File: config.mk
export PLATFORM = sky130hd
export DESIGN_NAME = bcp_overlap
export DESIGN_NICKNAME = d
export VERILOG_FILES = /design/src/hdl/bcp_pkg.sv /design/src/hdl/bcp_overlap.sv
export SDC_FILE = /design/constraint.sdc
export NUM_CORES = 1
export LEC_CHECK = 0
export ABC_AREA = 1
export ABC_CLOCK_PERIOD_IN_PS = 5410
export BUFFER_PORTS_ARGS = -buffer_cell sky130_fd_sc_hd__clkbuf_2
export CAP_MARGIN = 20
export CORE_MARGIN = 4
export CORE_UTILIZATION = 63
export DETAILED_ROUTE_END_ITERATION = 8
export PLACE_DENSITY_LB_ADDON = 0.12
export SYNTH_ARGS = -nofsm -noshare
export SYNTH_HDL_FRONTEND = slang
export SYNTH_SLANG_ARGS = --single-unit
File: constraint.sdc
create_clock -name vclk -period 5.41
set_clock_uncertainty 0.05 [all_clocks]
set_input_delay 0.2705 -clock vclk [all_inputs]
set_output_delay 0.2705 -clock vclk [all_outputs]
set_load 0.05 [all_outputs]
File: src/hdl/bcp_pkg.sv
package bcp_pkg;

   localparam int MAX_BOXES  = 64;
   localparam int COORD_BITS = 16;

   // fixed by the field list
   localparam int INDEX_BITS  = 6;
   localparam int COUNT_BITS  = 7;
   localparam int MARGIN_BITS = 15;
   localparam int CSR_BITS    = 15;

   localparam int ADDR_BITS = (MAX_BOXES > 1) ? $clog2(MAX_BOXES) : 1;
   localparam int CNT_BITS  = $clog2(MAX_BOXES + 1);
   // edge +/- margin never overflows at this width
   localparam int SUM_BITS  =
      ((COORD_BITS > MARGIN_BITS) ? COORD_BITS : MARGIN_BITS) + 2;
   localparam int BOX_BITS  = 4 * COORD_BITS;

   localparam logic [COUNT_BITS-1:0] EDGE_MARGIN_RESET = COUNT_BITS'(0) | 7'd0;
   localparam logic [MARGIN_BITS-1:0] MARGIN_RESET = MARGIN_BITS'(26);

   localparam logic CMD_WRITE = 1'b0;
   localparam logic CMD_QUERY = 1'b1;

   localparam logic CSR_ACTIVE_BOXES = 1'b0;
   localparam logic CSR_EDGE_MARGIN  = 1'b1;

   typedef struct packed {
      logic signed [COORD_BITS-1:0] left;
      logic signed [COORD_BITS-1:0] bottom;
      logic signed [COORD_BITS-1:0] right;
      logic signed [COORD_BITS-1:0] top;
   } box_type;

   typedef enum logic {
      ST_IDLE,
      ST_WALK
   } state_type;

endpackage

File: src/hdl/bcp_overlap.sv
module bcp_overlap
   import bcp_pkg::*;
(
   input  box_type                obstacle,
   input  box_type                mover,
   input  logic [MARGIN_BITS-1:0] margin,
   output logic                   blocks
);

   logic signed [SUM_BITS-1:0] l, bo, r, t;
   logic signed [SUM_BITS-1:0] ml, mb, mr, mt;
   logic signed [SUM_BITS-1:0] m;
   logic signed [SUM_BITS-1:0] l_lo, l_hi, r_lo, r_hi, bo_lo, bo_hi, t_hi;
   logic overlap, left_band, right_band, bottom_band;

   always_comb begin
      l  = SUM_BITS'(obstacle.left);
      bo = SUM_BITS'(obstacle.bottom);
      r  = SUM_BITS'(obstacle.right);
      t  = SUM_BITS'(obstacle.top);
      ml = SUM_BITS'(mover.left);
      mb = SUM_BITS'(mover.bottom);
      mr = SUM_BITS'(mover.right);
      mt = SUM_BITS'(mover.top);
      m  = $signed({{(SUM_BITS - MARGIN_BITS){1'b0}}, margin});

      l_lo  = l - m;
      l_hi  = l + m;
      r_lo  = r - m;
      r_hi  = r + m;
      bo_lo = bo - m;
      bo_hi = bo + m;
      t_hi  = t + m;

      overlap     = (mr >= l) && (r >= ml) && (mt >= bo) && (t >= mb);
      left_band   = (mr >= l_lo) && (mr <= l_hi) && (mb <= t_hi) && (mt >= bo_lo);
      right_band  = (ml >= r_lo) && (ml <= r_hi) && (mb <= t_hi) && (mt >= bo_lo);
      bottom_band = (mt >= bo_lo) && (mt <= bo_hi) && (mr >= l_lo) && (ml <= r_hi);

      blocks = overlap && !left_band && !right_band && !bottom_band;
   end

endmodule

==> results of run 1 <==
power by group:
part / switching, W / internal [W]
sequential: 0 / 0
combinational: 0.000836 / 0.000512
clock: 0 / 0
final timing paths:
check	cells after the start	to
setup / recovery	23	blocks
hold / removal	8	blocks
tightest hold or removal path: stages:
cell,delay [ns]
clkbuf_2,0.15
ha_1,0.22
nand2_1,0.07
nand2_1,0.09
nand4_1,0.09
nand2_1,0.07
nor2_1,0.04
clkbuf_2,0.23
cells by family after synthesis:
kind of cell	share of synthesized area, %
buffers and inverters	11.13
and+or+nand+nor	26.59
adders and majority gates	38.87
AOI/OAI and AO/OA	15.32
xor gates and xnor gates	8.093
routing by layer:
layer	part of all wire, %	wire, µm	GRT usage [%]	vias up
met2	46	13200	55.93	341
met3	5.7	1614	2.332	68
met4	4.2	1192	11.09	0
li1	-	-	-	5349
met5	0	0	0	-
met1	44	12450	40.24	4548
area by class of cell:
cell class	instances	area, µm²	share of cell area (%)
Inverter	261	979.7	9.339
Tap cell	184	230.2	2.195
Timing Repair Buffer	144	720.7	6.870
Multi-Input combinational cell	1259	8559	81.60
Yosys cell counts, types with 7 or more instances:
cell / instances
ha_1: 288
o21ai_1: 9
o21bai_1: 8
nand2_1: 356
nand4_1: 30
o21ai_0: 48
fa_1: 7
nor2_1: 104
a21oi_1: 150
a21o_1: 10
a31oi_1: 9
nor4_1: 9
a21oi_2: 10
inv_1: 258
xnor2_1: 11
nor3_1: 21
o21ai_2: 8
buf_2: 11
xor2_1: 78
nand3_1: 82
per-stage QoR:
stage                     hold slack [ns]  cell area (µm²)  power [W]  util, %
after floorplan                     1.103             9632  0.0009645        -
after global placement              1.429            10490   0.001301    71.10
after detailed placement            1.440            10490   0.001327    71.10
after CTS                           1.442            10490   0.001335    71.10
after global routing                1.515            10490   0.001541    71.10
final                               1.448            10490   0.001348    71.10
==> flow_metrics.py, run 1 <==
metrics = {
    "placed_design": {
        "dp.cells": 1848,
        "dpl.hpwl_mm": 25.29,
        "dp_slack_ns": 1.100,
        "gp_congestion": 1.012,
        "io_buffers": 144,
    },
    "sta": {
        "layout_setup_ws_ns": 1.058,
        "finalCritPeriodShare_pct": 80.44,
        "final-max-slew-violation-count": 0,
        "rsz0062_at_grt": "false",
        "slew_headroom_pct": 63.24,
        "report.final.hold_viol_count": 0,
        "fmax_mhz": 229.8,
        "tightest_slew_ns": 0.5463,
        "setup_viol": 0,
        "fin_crit_ns": 4.352,
        "finalSetupTns_ns": 0,
    },
    "worst_setup_path": {
        "crit_top_cell": "nand3_1",
        "critical_path_class": "in2out",
        "crit_path_max_fanout": 8,
        "cp-startpoint": "margin[1]",
        "cpMaxStageDelayCell": "fa_1",
        "cp_top_family": "simple AND/OR/NAND/NOR gates",
        "cp.arrival_ns": 4.03,
        "crit_buf_inv": 4,
        "cp.required_ns": 5.09,
        "crit_path_cell_trace": "clkbuf_2 -> inv_1 -> fa_1 -> a21oi_1 -> o21ai_1 -> nand3_1 -> nand3_1 -> nand3_1 -> nand2_1 -> nor2_1 -> nor3_1 -> ha_1 -> nand2_1 -> inv_1 -> nand3_1 -> nor2_1 -> nand3_1 -> nand4_1 -> nand3_1 -> nand3_1 -> a21oi_1 -> nor2_1 -> clkbuf_2",
        "endpoint_kind": "primary output",
        "startpoint_type": "primary input",
        "slowest_delay_ns": 0.52,
    },
    "logic_synthesis": {
        "syn_avg_cell_area_um2": 6.267,
        "synth_area_um2": 9632,
        "yosysSeqAreaShare_pct": 0,
        "yosys.area.top_type": "ha_1",
        "yosysUniqueCellTypes": 38,
        "yosys_warnings": 0,
        "synth_top_area_share_pct": 37.41,
        "synth_area_leaders": "ha_1 37%, nand2_1 14%, inv_1 10%",
        "syn_inst": 1537,
        "syn_nets": 1975,
    },
    "global_route": {
        "grt_pass1_vias": 9799,
        "antenna_found_initial": 0,
        "grt_pass1_wl_mm": 46.23,
        "grt_overflow": 0,
        "grt_use_total_pct": 31.55,
        "grt_max_degree": 10,
    },
    "layout": {
        "final_cell_mix": "356 x nand2_1, 288 x ha_1, 258 x inv_1, 150 x a21oi_1, 144 x clkbuf_2",
        "ff_latch_area_um2": 0,
        "num_antenna_cells": 0,
        "stdcell_count": 1848,
        "numSequentialCells": 0,
        "final_common_cell": "nand2_1",
        "area_growth_pct": 8.912,
        "final_layout_size_suffix_gt1_share_pct": 10.10,
        "n_fill_cell": 1430,
        "finalNetCount": 2104,
        "clock_buffers": 0,
    },
    "power": {
        "max-vdd-ir-drop_v": 0.00006668,
        "power_density_nw_per_um2": 128.5,
        "p_leak_nw": 6.274,
    },
    "floorplanning": {
        "start_util_pct": 65.28,
        "io-pin-count": 144,
        "core_area_um2": 14750,
        "dieArea_um2": 17330,
        "core.rowCount": 44,
        "die_w_um": 131.6,
        "fp.dieH_um": 131.6,
    },
    "routing": {
        "wire_per_inst_um": 15.40,
        "num_vias": 10310,
        "wirelength_mm": 28.46,
        "ant_nets": 0,
        "drt_iter0_drc": 592,
        "vias_per_cell": 5.577,
        "dr.pass1.iters": 7,
        "drc_errors": 0,
    },
    "clock_tree": {
        "post_cts_resized": 0,
        "cts_hold_buf": 0,
        "cts_setup_buffers": 0,
    },
    "run_status": {
        "outcome": "finished clean",
    },
    "run": {
        "drv_cap": 0,
    },
    "worst_hold_path": {
        "holdCritPathClass": "in2out",
        "hold_start": "mover[31]",
    },
}
(Power assumes the default switching activity.)
==> inputs of run 2 (changes only) <==
--- a/config.mk
+++ b/config.mk
@@ -5,12 +5,12 @@
 export SDC_FILE = /design/constraint.sdc
 export NUM_CORES = 1
 export LEC_CHECK = 0
-export ABC_AREA = 1
-export ABC_CLOCK_PERIOD_IN_PS = 5410
+export ABC_AREA = 0
+export ABC_CLOCK_PERIOD_IN_PS = 3600
 export BUFFER_PORTS_ARGS = -buffer_cell sky130_fd_sc_hd__clkbuf_2
 export CAP_MARGIN = 20
 export CORE_MARGIN = 4
-export CORE_UTILIZATION = 63
+export CORE_UTILIZATION = 55
 export DETAILED_ROUTE_END_ITERATION = 8
 export PLACE_DENSITY_LB_ADDON = 0.12
 export SYNTH_ARGS = -nofsm -noshare
==> constraint.sdc (replaced) <==
create_clock -name vclk -period 3.6
set_clock_uncertainty 0.05 [all_clocks]
set_input_delay 0.18 -clock vclk [all_inputs]
set_output_delay 0.18 -clock vclk [all_outputs]
set_load 0.05 [all_outputs]
==> flow_metrics.py, run 2 <==
metrics = {
    "run_status": {
        "outcome": "finished, violations left",
        "failed_checks": "setup timing",
    },
    "sta": {
        "fin_crit_ns": 4.475,
        "rsz0062_at_grt": "true",
        "finalSetupTns_ns": -0.8748,
        "tightest_slew_ns": 0.6571,
        "layout_setup_ws_ns": -0.8748,
        "finalCritPeriodShare_pct": 124.3,
        "slew_headroom_pct": 55.58,
        "setup_viol": 1,
        "final-max-slew-violation-count": 0,
        "fmax_mhz": 223.5,
        "report.final.hold_viol_count": 0,
    },
    "worst_setup_path": {
        "cp.arrival_ns": 4.24,
        "endpoint_kind": "primary output",
        "startpoint_type": "primary input",
        "crit_path_max_fanout": 4,
        "cp.required_ns": 3.37,
        "critical_path_class": "in2out",
    },
    "layout": {
        "final_layout_size_suffix_gt1_share_pct": 29.99,
        "final_common_cell": "ha_1",
        "num_antenna_cells": 0,
        "clock_buffers": 0,
        "multiInputGateArea_um2": 8534,
        "area_growth_pct": 35.79,
        "numSequentialCells": 0,
        "finalNetCount": 2014,
        "n_fill_cell": 1334,
        "ff_latch_area_um2": 0,
        "stdcell_count": 1790,
        "final_cell_mix": "283 x ha_1, 264 x buf_4, 140 x inv_1, 140 x clkbuf_2, 90 x a21oi_1",
        "final_area_um2": 12170,
    },
    "routing": {
        "dr.pass1.iters": 4,
        "ant_nets": 0,
        "wirelength_mm": 29.67,
        "drt_iter0_drc": 476,
        "drc_errors": 0,
        "num_vias": 10100,
        "wire_per_inst_um": 16.57,
        "vias_per_cell": 5.643,
    },
    "logic_synthesis": {
        "yosys_warnings": 0,
        "syn_avg_cell_area_um2": 7.570,
        "ys_top_cells_by_count": "288 x ha_1, 146 x inv_1, 95 x a21oi_1",
        "syn_nets": 1622,
        "yosys.area.top_type": "ha_1",
        "synth_top_area_share_pct": 40.21,
        "yosysUniqueCellTypes": 68,
        "yosysSeqAreaShare_pct": 0,
        "yosysMostFrequentCell": "ha_1",
        "syn_inst": 1184,
        "synth_area_leaders": "ha_1 40%, inv_1 6.1%, xnor2_1 6.0%",
        "synth_area_um2": 8962,
    },
    "placed_design": {
        "gp_congestion": 0.9587,
        "dpl.hpwl_mm": 26.37,
        "postPlaceCellArea_um2": 11790,
        "io_buffers": 144,
        "dp.cells": 1778,
    },
    "floorplanning": {
        "core.rowCount": 46,
        "die_w_um": 135.7,
        "core_area_um2": 15940,
        "fp.dieH_um": 135.7,
        "io-pin-count": 144,
        "start_util_pct": 56.22,
        "dieArea_um2": 18400,
    },
    "global_route": {
        "grt_overflow": 0,
        "antenna_found_initial": 0,
        "grt_max_degree": 11,
        "grt_use_total_pct": 31.83,
        "grt_pass1_vias": 10210,
        "grt_pass1_wl_mm": 47.84,
    },
    "worst_hold_path": {
        "holdCritPathClass": "in2out",
    },
    "clock_tree": {
        "cts_hold_buf": 0,
    },
    "power": {
        "p_leak_nw": 6.569,
        "power_density_nw_per_um2": 193.6,
        "max-vdd-ir-drop_v": 0.0001048,
    },
    "run": {
        "drv_cap": 0,
    },
}
## run 2: cell types whose count changed after synthesis, moves of 13 or more
| cell | change |
|---|---|
| nor2b_1 | +26 |
| nand2b_1 | +27 |
| xor2_1 | -52 |
| nand2_1 | -312 |
| a211oi_1 | +13 |
| nor2_1 | -28 |
| clkbuf_1 | +15 |
| a21oi_1 | -55 |
| xnor2_1 | +50 |
| o211ai_1 | +13 |
| a21o_1 | +27 |
| nand3_1 | -56 |
| inv_1 | -112 |
## run 2: worst paths after layout
kind | start | to | slack [ns] | cells after the start
worst max-delay path | margin[1] | blocks | -0.87 | 22
worst min-delay path | obstacle[15] | blocks | 1.26 | 7
## run 2: through the flow
step                worst slack (ns)  total power (W)  util (%)  hold slack, ns
floorplan                    -0.3093         0.001342         -          0.8729
global placement              -1.200         0.002176     73.94           1.318
detailed placement            -1.210         0.002227     73.94           1.325
CTS                          -0.8373         0.002299     75.73           1.272
global route                  -1.055         0.002630     76.34           1.289
finish                       -0.8748         0.002356     76.34           1.260
## run 2: per-layer routing
layer / global-route usage (%) / wire, µm / part of all wire, %
met5: 0 / 0 / 0
met1: 40.04 / 12950 / 44
met2: 60.01 / 14740 / 50
met4: 5.375 / 620 / 2.1
met3: 2.155 / 1355 / 4.6
## run 2: cell type report
class	count	share of cell area, %
repair buffers	412	23.07
inverters	146	4.585
multi-input cells	1016	70.12
well taps	216	2.221
## run 2: kinds of logic after synthesis
family,count (synthesis),share of synthesized area (%)
AOI/OAI and AO/OA,336,25.39
xor gates and xnor gates,87,8.502
adders and majority gates,295,41.77
buffers and inverters,168,7.162
muxes,3,0.3351
and+or+nand+nor,295,16.84
## run 2: critical path: stages
cell,delay (ns)
clkbuf_16,0.11
inv_8,0.04
buf_6,0.12
buf_6,0.11
fa_2,0.33
a21o_1,0.21
a21oi_2,0.18
o2111ai_2,0.13
a21o_1,0.22
o41a_1,0.42
a21oi_2,0.18
o21bai_1,0.11
xnor2_1,0.13
ha_1,0.32
a21o_1,0.18
a211o_1,0.29
nor3_2,0.17
o211ai_1,0.10
o21a_1,0.23
o21ai_2,0.08
o221a_2,0.25
buf_8,0.15
## run 2: where the power goes
part | internal [W] | leakage [nW] | switching (W)
clock network | 0 | 0 | 0
logic | 0.00115 | 6.57 | 0.00120
registers | 0 | 0 | 0
## run 2: what timing repair did
action,CTS,global route
setup endpoints to repair,1,1
pin swaps,23,20
setup buffers,8,4
resized for setup,46,21
